File: config.mk
export PLATFORM = sky130hd
export DESIGN_NAME = store_forward_slot_table_core
export DESIGN_NICKNAME = d
export VERILOG_FILES = /design/src/hdl/sfst_pkg.sv /design/src/hdl/sfst_table.sv /design/src/hdl/sfst_cmp.sv /design/src/hdl/sfst_cfg.sv /design/src/hdl/store_forward_slot_table_core.sv
export SDC_FILE = /design/constraint.sdc
export NUM_CORES = 1
export LEC_CHECK = 0
export BUFFER_PORTS_ARGS = -buffer_cell sky130_fd_sc_hd__buf_4
export CORE_UTILIZATION = 46
export DETAILED_ROUTE_END_ITERATION = 10
export HOLD_SLACK_MARGIN = 0.03
export MAX_ROUTING_LAYER = met4
export PLACE_DENSITY = 0.69
export SLEW_MARGIN = 10
export SYNTH_ARGS = -nofsm -noshare
export SYNTH_HDL_FRONTEND = slang
export SYNTH_HIERARCHICAL = 1
export SYNTH_SLANG_ARGS = --single-unit
export TNS_END_PERCENT = 10
File: constraint.sdc
create_clock -name clk -period 14.4 [get_ports clk]
set_clock_uncertainty 0.2 [all_clocks]
set_input_delay 0 -clock clk [delete_from_list [all_inputs] [get_ports clk]]
set_output_delay 0 -clock clk [all_outputs]
set_load 0.005 [all_outputs]
File: src/hdl/sfst_pkg.sv
// Package for the store-and-forward slot table: types, command and event codes,
// register reset values. Used by every module of the block; depends on nothing.
package sfst_pkg;

  // Table geometry.
  localparam int SLOTS  = 8;
  localparam int SLOT_W = $clog2(SLOTS);

  // Command codes.
  localparam logic [1:0] CMD_STORE   = 2'd0;
  localparam logic [1:0] CMD_ACK     = 2'd1;
  localparam logic [1:0] CMD_TICK    = 2'd2;
  localparam logic [1:0] CMD_DELIVER = 2'd3;

  // Event codes reported in a result word.
  localparam logic [2:0] EV_NONE      = 3'd0;
  localparam logic [2:0] EV_STORED    = 3'd1;
  localparam logic [2:0] EV_ACKED     = 3'd2;
  localparam logic [2:0] EV_EXPIRED   = 3'd3;
  localparam logic [2:0] EV_DELIVERED = 3'd4;
  localparam logic [2:0] EV_RETIRED   = 3'd5;

  // Register indexes; each register sits at byte address 4 * index.
  localparam logic REG_EXPIRE = 1'b0;
  localparam logic REG_RETRY  = 1'b1;

  // Register reset values and the retry counter ceiling.
  localparam logic [31:0] EXPIRE_RESET = 32'd60000;
  localparam logic [3:0]  RETRY_RESET  = 4'd3;
  localparam logic [3:0]  RETRY_MAX    = 4'd15;

  // Input command word.
  typedef struct packed {
    logic [1:0]  command;
    logic [47:0] dest_mac;
    logic [31:0] message_id;
    logic [31:0] now_ms;
    logic        send_ok;
  } sfst_in_t;

  // Result word.
  typedef struct packed {
    logic [2:0]  event_res;
    logic [2:0]  slot;
    logic [31:0] entry_id;
    logic        evicted;
    logic        last;
  } sfst_out_t;

  // One table entry as read out of the table.
  typedef struct packed {
    logic        valid;
    logic [47:0] target;
    logic [31:0] msg_id;
    logic [31:0] stamp;
    logic [3:0]  retries;
  } sfst_entry_t;

  // Write request into the table.
  typedef struct packed {
    logic              store;
    logic              clear;
    logic              bump;
    logic [SLOT_W-1:0] idx;
    logic [47:0]       target;
    logic [31:0]       msg_id;
    logic [31:0]       stamp;
    logic [3:0]        retries;
  } sfst_wr_t;

  // Configuration register values.
  typedef struct packed {
    logic [31:0] expire_ms;
    logic [3:0]  retry_limit;
  } sfst_cfg_t;

  // Flags from the shared compare unit.
  typedef struct packed {
    logic       older;
    logic       expired;
    logic       key_eq;
    logic       retire;
    logic [3:0] retries_inc;
  } sfst_cmp_t;

endpackage

File: src/hdl/sfst_table.sv
// Slot storage of the store-and-forward table: valid bits and entry fields.
// Depends on sfst_pkg for the entry and write request types.
module sfst_table import sfst_pkg::*; (
  input  logic              clk,
  input  logic              rst,
  input  logic [SLOT_W-1:0] rd_idx,
  output sfst_entry_t       rd,
  input  sfst_wr_t          wr
);

  logic [SLOTS-1:0] valid;
  logic [47:0]      target  [SLOTS];
  logic [31:0]      msg_id  [SLOTS];
  logic [31:0]      stamp   [SLOTS];
  logic [3:0]       retries [SLOTS];

  // Valid bits are the only state cleared by reset.
  always_ff @(posedge clk) begin
    if (rst) begin
      valid <= '0;
    end else begin
      if (wr.store) begin
        valid[wr.idx] <= 1'b1;
      end
      if (wr.clear) begin
        valid[wr.idx] <= 1'b0;
      end
    end
  end

  // Entry fields; a store clears the retry count.
  always_ff @(posedge clk) begin
    if (wr.store) begin
      target[wr.idx]  <= wr.target;
      msg_id[wr.idx]  <= wr.msg_id;
      stamp[wr.idx]   <= wr.stamp;
      retries[wr.idx] <= '0;
    end
    if (wr.bump) begin
      retries[wr.idx] <= wr.retries;
    end
  end

  // The sequencer reads one slot per cycle.
  assign rd.valid   = valid[rd_idx];
  assign rd.target  = target[rd_idx];
  assign rd.msg_id  = msg_id[rd_idx];
  assign rd.stamp   = stamp[rd_idx];
  assign rd.retries = retries[rd_idx];

endmodule

File: src/hdl/sfst_cmp.sv
// Shared compare unit: one subtractor for age and oldest-time checks, one key
// comparator for id and address matches, and the retry counter step. Uses sfst_pkg.
module sfst_cmp import sfst_pkg::*; (
  input  logic [1:0]  command,
  input  sfst_in_t    item,
  input  sfst_entry_t entry,
  input  logic [31:0] min_stamp,
  input  sfst_cfg_t   cfg,
  output sfst_cmp_t   res
);

  logic [31:0] sub_a;
  logic [31:0] sub_b;
  logic [32:0] diff;
  logic [47:0] key_a;
  logic [47:0] key_b;

  // Tick computes the wrapped age; store checks the entry time against the minimum.
  always_comb begin
    sub_a = entry.stamp;
    sub_b = min_stamp;
    if (command == CMD_TICK) begin
      sub_a = item.now_ms;
      sub_b = entry.stamp;
    end
    diff = {1'b0, sub_a} - {1'b0, sub_b};
  end

  // Ack matches on message id, deliver on address.
  always_comb begin
    key_a = item.dest_mac;
    key_b = entry.target;
    if (command == CMD_ACK) begin
      key_a = {16'd0, item.message_id};
      key_b = {16'd0, entry.msg_id};
    end
  end

  assign res.older       = diff[32];
  assign res.expired     = diff[31:0] > cfg.expire_ms;
  assign res.key_eq      = key_a == key_b;
  assign res.retries_inc = (entry.retries == RETRY_MAX) ? RETRY_MAX : entry.retries + 4'd1;
  assign res.retire      = res.retries_inc >= cfg.retry_limit;

endmodule

File: src/hdl/sfst_cfg.sv
// Configuration registers of the slot table behind an APB-style port.
// Uses sfst_pkg for the register value type, register indexes and reset values.
module sfst_cfg import sfst_pkg::*; (
  input  logic        clk,
  input  logic        rst,
  input  logic        psel,
  input  logic        penable,
  input  logic        pwrite,
  input  logic [2:0]  paddr,
  input  logic [31:0] pwdata,
  output logic [31:0] prdata,
  output logic        pready,
  output sfst_cfg_t   cfg
);

  logic wr_en;

  assign pready = 1'b1;
  assign wr_en  = psel && penable && pwrite;

  // Register writes in the access phase.
  always_ff @(posedge clk) begin
    if (rst) begin
      cfg.expire_ms   <= EXPIRE_RESET;
      cfg.retry_limit <= RETRY_RESET;
    end else if (wr_en) begin
      unique case (paddr[2])
        REG_EXPIRE: cfg.expire_ms <= pwdata;
        REG_RETRY:  cfg.retry_limit <= pwdata[3:0];
        default: ;
      endcase
    end
  end

  // Read back.
  always_comb begin
    unique case (paddr[2])
      REG_EXPIRE: prdata = cfg.expire_ms;
      REG_RETRY:  prdata = {28'd0, cfg.retry_limit};
      default:    prdata = '0;
    endcase
  end

endmodule

File: src/hdl/store_forward_slot_table_core.sv
// Top level of the store-and-forward slot table: command sequencer and result register.
// Instantiates sfst_cfg, sfst_table and sfst_cmp; uses sfst_pkg.
//
// Every command passes through an idle state in which start is taken, a scan state
// that passes the slots one by one through the shared compare unit, and a finish
// state. Results leave as one-cycle
// strobes on result_valid while the scan runs; the last word of a command (last = 1)
// appears in the cycle in which busy falls. The receiver cannot stall, so a word is
// lost unless it is taken in its cycle. A store always yields one word; a command
// that finds nothing to act on yields one word with event 0 and last set.
module store_forward_slot_table_core import sfst_pkg::*; (
  input  logic        clk,
  input  logic        rst,
  input  logic        start,
  output logic        busy,
  input  sfst_in_t    item,
  output logic        result_valid,
  output sfst_out_t   result,
  input  logic        psel,
  input  logic        penable,
  input  logic        pwrite,
  input  logic [2:0]  paddr,
  input  logic [31:0] pwdata,
  output logic [31:0] prdata,
  output logic        pready
);

  localparam logic [1:0] ST_IDLE   = 2'd0;
  localparam logic [1:0] ST_SCAN   = 2'd1;
  localparam logic [1:0] ST_FINISH = 2'd2;
  localparam logic [SLOT_W-1:0] LAST_IDX = SLOT_W'(SLOTS - 1);

  logic [1:0]        state;
  sfst_in_t          cmd_reg;
  logic [SLOT_W-1:0] scan_idx;
  logic              acked;
  logic              free_found;
  logic [SLOT_W-1:0] free_idx;
  logic [SLOT_W-1:0] min_idx;
  logic [31:0]       min_stamp;
  logic              pend_valid;
  sfst_out_t         pend;

  sfst_cfg_t         cfg;
  sfst_entry_t       rd;
  sfst_wr_t          wr;
  sfst_cmp_t         cmp;
  logic              hit;
  logic [2:0]        hit_ev;
  logic [SLOT_W-1:0] pick_idx;

  sfst_cfg u_cfg (
    .clk     (clk),
    .rst     (rst),
    .psel    (psel),
    .penable (penable),
    .pwrite  (pwrite),
    .paddr   (paddr),
    .pwdata  (pwdata),
    .prdata  (prdata),
    .pready  (pready),
    .cfg     (cfg)
  );

  sfst_table u_table (
    .clk    (clk),
    .rst    (rst),
    .rd_idx (scan_idx),
    .rd     (rd),
    .wr     (wr)
  );

  sfst_cmp u_cmp (
    .command   (cmd_reg.command),
    .item      (cmd_reg),
    .entry     (rd),
    .min_stamp (min_stamp),
    .cfg       (cfg),
    .res       (cmp)
  );

  assign busy     = state != ST_IDLE;
  assign pick_idx = free_found ? free_idx : min_idx;

  // Per-slot decision during the scan and the table write it implies.
  always_comb begin
    hit        = 1'b0;
    hit_ev     = EV_NONE;
    wr         = '0;
    wr.idx     = scan_idx;
    wr.target  = cmd_reg.dest_mac;
    wr.msg_id  = cmd_reg.message_id;
    wr.stamp   = cmd_reg.now_ms;
    wr.retries = cmp.retries_inc;
    if (state == ST_SCAN) begin
      unique case (cmd_reg.command)
        CMD_STORE: ;
        CMD_ACK: begin
          if (!acked && rd.valid && cmp.key_eq) begin
            hit      = 1'b1;
            hit_ev   = EV_ACKED;
            wr.clear = 1'b1;
          end
        end
        CMD_TICK: begin
          if (rd.valid && cmp.expired) begin
            hit      = 1'b1;
            hit_ev   = EV_EXPIRED;
            wr.clear = 1'b1;
          end
        end
        CMD_DELIVER: begin
          if (rd.valid && cmp.key_eq) begin
            hit = 1'b1;
            if (!cmd_reg.send_ok) begin
              hit_ev = EV_NONE;
            end else if (cmp.retire) begin
              hit_ev   = EV_RETIRED;
              wr.clear = 1'b1;
            end else begin
              hit_ev  = EV_DELIVERED;
              wr.bump = 1'b1;
            end
          end
        end
        default: ;
      endcase
    end
    if (state == ST_FINISH && cmd_reg.command == CMD_STORE) begin
      wr.store = 1'b1;
      wr.idx   = pick_idx;
    end
  end

  // Sequencer. A found event waits in the pending register until the next one
  // or the end of the scan shows whether it is the final word.
  always_ff @(posedge clk) begin
    if (rst) begin
      state        <= ST_IDLE;
      result_valid <= 1'b0;
      pend_valid   <= 1'b0;
    end else begin
      unique case (state)
        ST_IDLE: begin
          result_valid <= 1'b0;
          if (start) begin
            cmd_reg    <= item;
            scan_idx   <= '0;
            acked      <= 1'b0;
            free_found <= 1'b0;
            pend_valid <= 1'b0;
            state      <= ST_SCAN;
          end
        end
        ST_SCAN: begin
          // A new event pushes the waiting one out as a non-final word.
          result_valid <= hit && pend_valid;
          if (hit) begin
            acked <= 1'b1;
            if (pend_valid) begin
              result <= pend;
            end
            pend.event_res <= hit_ev;
            pend.slot      <= scan_idx;
            pend.entry_id  <= rd.msg_id;
            pend.evicted   <= 1'b0;
            pend.last      <= 1'b0;
            pend_valid     <= 1'b1;
          end
          // Store looks for the first free slot, else the oldest stored time.
          if (cmd_reg.command == CMD_STORE && !free_found) begin
            if (!rd.valid) begin
              free_found <= 1'b1;
              free_idx   <= scan_idx;
            end else if (scan_idx == '0 || cmp.older) begin
              min_idx   <= scan_idx;
              min_stamp <= rd.stamp;
            end
          end
          if (scan_idx == LAST_IDX) begin
            state <= ST_FINISH;
          end else begin
            scan_idx <= scan_idx + 1'b1;
          end
        end
        ST_FINISH: begin
          result_valid <= 1'b1;
          if (cmd_reg.command == CMD_STORE) begin
            result.event_res <= EV_STORED;
            result.slot      <= pick_idx;
            result.entry_id  <= cmd_reg.message_id;
            result.evicted   <= !free_found;
            result.last      <= 1'b1;
          end else if (pend_valid) begin
            result.event_res <= pend.event_res;
            result.slot      <= pend.slot;
            result.entry_id  <= pend.entry_id;
            result.evicted   <= pend.evicted;
            result.last      <= 1'b1;
          end else begin
            result.event_res <= EV_NONE;
            result.slot      <= '0;
            result.entry_id  <= '0;
            result.evicted   <= 1'b0;
            result.last      <= 1'b1;
          end
          state <= ST_IDLE;
        end
        default: begin
          result_valid <= 1'b0;
          state        <= ST_IDLE;
        end
      endcase
    end
  end

  // The end of a command always coincides with its final result word.
  a_end_has_last: assert property (@(posedge clk) disable iff (rst)
    $fell(busy) |-> result_valid && result.last)
    else $error("command ended without a final result word");

  // Words that are not final only appear while a command is in progress.
  a_mid_word_busy: assert property (@(posedge clk) disable iff (rst)
    result_valid && !result.last |-> busy)
    else $error("non-final result word outside a command");

  // A store reports exactly one word.
  a_store_single: assert property (@(posedge clk) disable iff (rst)
    result_valid && result.event_res == EV_STORED |-> result.last)
    else $error("store result not marked final");

  // An accepted command starts the scan in the next cycle.
  a_start_busy: assert property (@(posedge clk) disable iff (rst)
    start && !busy |=> busy && state == ST_SCAN && scan_idx == '0)
    else $error("accepted command did not start a scan");

endmodule

==> flow_metrics.tcl <==
set metrics [dict create \
    status "finished, final reports clean" \
    use_met3_pct 2.63 \
    tns_ns 0 \
    max_cap_viol_count 0 \
    synth_top_cell_by_area "edfxtp_1" \
    cp_data_required_time_ns 14.75 \
    drc 0 \
    internal_power_mw 6.00 \
    cts_tree "built" \
    finalMaxSlewViolations 0 \
    synth.area.top_cells "edfxtp_1 (71%), mux4_2 (11%), mux2_2 (3.5%), dfxtp_1 (1.9%), ha_1 (1.9%)" \
    pwr-share-comb_pct 9.8 \
    fin_area_um2 59900 \
    ant_nets 0 \
    final.period_utilization_pct 61.6 \
    crit_type "reg2reg" \
    fp.dieH_um 330 \
    fill_cells 7766 \
    vias 25800 \
    seq_area_um2 35900 \
    post-synth-top-count-cell "edfxtp_1" \
    cts.clk_slew.worst_paths_ns 0.06 \
    met2_usage_pct 34.4 \
    ys_warn_count 6 \
    die_w_um 330 \
    crit_path_max_fanout 96 \
    clockBufferDepth 3 \
    grt_max_degree 139 \
    pwr_density_cell_nw_per_um2 128 \
    top_usage_layer "met2" \
    dpl_cell_area_um2 52600 \
    first_iter_violations 1841 \
    grt_setup_unrepaired "no" \
    synth_cell_type_count 78 \
    whs_ns 0.0862 \
    drive_gt1_share_pct 26.8 \
    cts-root-buf "clkbuf_16" \
    p_leak_nw 20.2 \
    dp_slack_ns 5.48 \
    netlist.area_leader.share_pct 70.7 \
    async_reset_ff_share_pct 0 \
    core_um2 106000 \
    start_util_pct 46.7 \
    gp_routability_congestion 0.820 \
    p_clk_share_pct 39.0 \
    p_sw_mw 1.69 \
    dr.pass1.iters 6 \
    clock-sinks 1212 \
    fin_nets 3344 \
    hold_violations 0 \
    rows 119 \
    max_slew.worst_pin.slew_ns 1.10 \
    p_total_mw 7.69 \
    synth_common_cells "edfxtp_1 (1164), mux4_2 (234), mux2_2 (153)" \
    ys_seq_area_share_pct 72.6 \
    grt_antenna_before_repair 4 \
    wire_per_inst_um 23.8 \
    grtUsageMet1_pct 27.1 \
    setup_viol 0 \
    swShare_pct 22.0 \
    top_regs "u_table/target: 384 flops, u_table/msg_id: 256 flops, u_table/stamp: 256 flops" \
    hold_class "in2reg" \
    htree_levels 3 \
    grt-ovfl-total 0 \
    syn_avg_cell_area_um2 19.9 \
    pin_count 231 \
    cp.arrival_ns 9.21 \
    multi_input_area_um2 12600 \
    synth_edf_count 1164 \
    syn-instance-count 2490 \
    max_slew_margin_pct 26.1 \
    finalCriticalPeriod_ns 8.86 \
    cts_buffers 116 \
    crit_path_start_kind "register" \
    seqPwrFrac_pct 51.2 \
    syn-cell-area_um2 49500 \
    die-area_um2 109000 \
    layout_setup_ws_ns 5.54 \
    clkLatencyLatePin_ns 0.71 \
    first_global_vias 27100 \
    viasPerCell 5.61 \
    portBuffers 227 \
    synth-seq-cells 1212 \
    end_kind "register" \
    fmax_mhz 113 \
    grt_usage_pct 20.9 \
    peakVddDrop_uv 95.2 \
    ys.flop_type "edfxtp_1" \
    syn_nets 2722 \
    syn2layout_area_growth_pct 21.2 \
    regMostFlops "u_table/target" \
    hpwl_um 59700 \
    grt_pass1_wl_um 165000 \
    largest_reg_flops 384 \
    wl_um 110000 \
]
-- layout by cell type (no fill, tap or decap), drive strengths merged, types with 5 or more instances in the layout --
cell type       n
nor4           11
nor3            9
bufinv         11
nand2b         60
xor2           31
buf           257
a22o           33
dfxtp          48
edfxtp       1164
a221oi          9
o21a            7
nor2           52
mux2i          72
a21o           36
nand3           9
a31oi           5
and2            8
clkbuf        150
o22ai           6
o21ai          26
mux4          234
nor2b          40
ha             75
dlygate4sd3   356
a211oi         11
clkinvlp        7
inv            75
mux2          153
nand2          25
nand4          28
xnor2          64
clkinv         50
a21oi          37
-- power by group through the flow --
stage	Combinational, mW	Clock, mW	Sequential, mW
2_1_floorplan	0.499	0	4.00
3_3_place_gp	0.662	0	4.01
3_5_place_dp	0.675	0	4.01
4_1_cts	0.751	3.06	3.94
5_1_grt	0.814	3.19	3.94
6_report	0.751	3.00	3.94
-- worst paths after layout --
kind	slack, ns	from	to	cells after the start
worst max-delay path	5.54	scan_idx[0]$_SDFFCE_PN0P_	u_table/valid[6]$_SDFF_PP0_	26
worst min-delay path	0.09	penable	u_cfg/cfg[6]$_SDFFE_PP0P_	3
worst max register to register	5.54	scan_idx[0]$_SDFFCE_PN0P_	u_table/valid[6]$_SDFF_PP0_	26
worst min register to register	0.26	u_table/valid[6]$_SDFF_PP0_	u_table/valid[6]$_SDFF_PP0_	2
-- critical path: stages, from the launching register on --
cell       delay [ns]
edfxtp_1         0.32
buf_4            0.78
buf_12           0.67
mux4_2           0.59
mux2_2           0.29
mux2i_1          0.15
ha_1             0.21
inv_1            0.06
fa_1             0.42
a211oi_2         0.29
o21ai_2          0.11
o2111ai_2        0.31
o21ai_2          0.17
a311oi_4         0.41
a221oi_2         0.16
a31oi_2          0.27
xnor2_1          0.12
ha_1             0.30
nand4_1          0.16
nor4_1           0.39
a221oi_1         0.13
a21oi_1          0.43
and3b_1          0.24
o21ai_1          0.10
a211oi_1         0.89
and4b_1          0.33
a211oi_1         0.05
-- stage by stage --
step           util [%]  std cells
2_1_floorplan         -       2490
3_3_place_gp       49.6       4028
3_5_place_dp       49.6       4028
4_1_cts            56.5       4603
5_1_grt            56.5       4606
6_report           56.5       4607
-- logic make-up (layout without fill, tap and decap cells) --
kind of cell | count (synthesis) | count (layout) | synth area share [%]
flops | 1212 | 1212 | 72.6
mux | 459 | 459 | 15.6
simple gates | 268 | 268 | 3.15
compound gates | 196 | 196 | 3.04
buf+inv | 183 | 906 | 1.99
xor+xnor | 95 | 95 | 1.68
fa+ha+maj | 76 | 76 | 1.94
other cells | 1 | 4 | 0.00758
-- layer usage --
metal | wire length (µm) | vias up
met5 | 0 | -
met4 | 2670 | 0
met3 | 5790 | 164
met2 | 55900 | 834
met1 | 45400 | 13500
li1 | - | 11300
-- final cells by class --
type	count	share of cell area, %
multi-input combinational	1095	21.1
clock inverter	69	1.15
clock buffer	150	5.18
inverter	74	0.480
antenna	3	0.0125
sequential	1212	59.9
tap	1391	2.90
timing repair buffer	613	9.27
-- repair_timing --
item / in CTS / in global routing
resized for setup: 0 / 0
buffers inserted: 0 / 0
endpoints found under the hold margin: 192 / 0
hold buffers: 356 / 0
(Power assumes the default switching activity.)
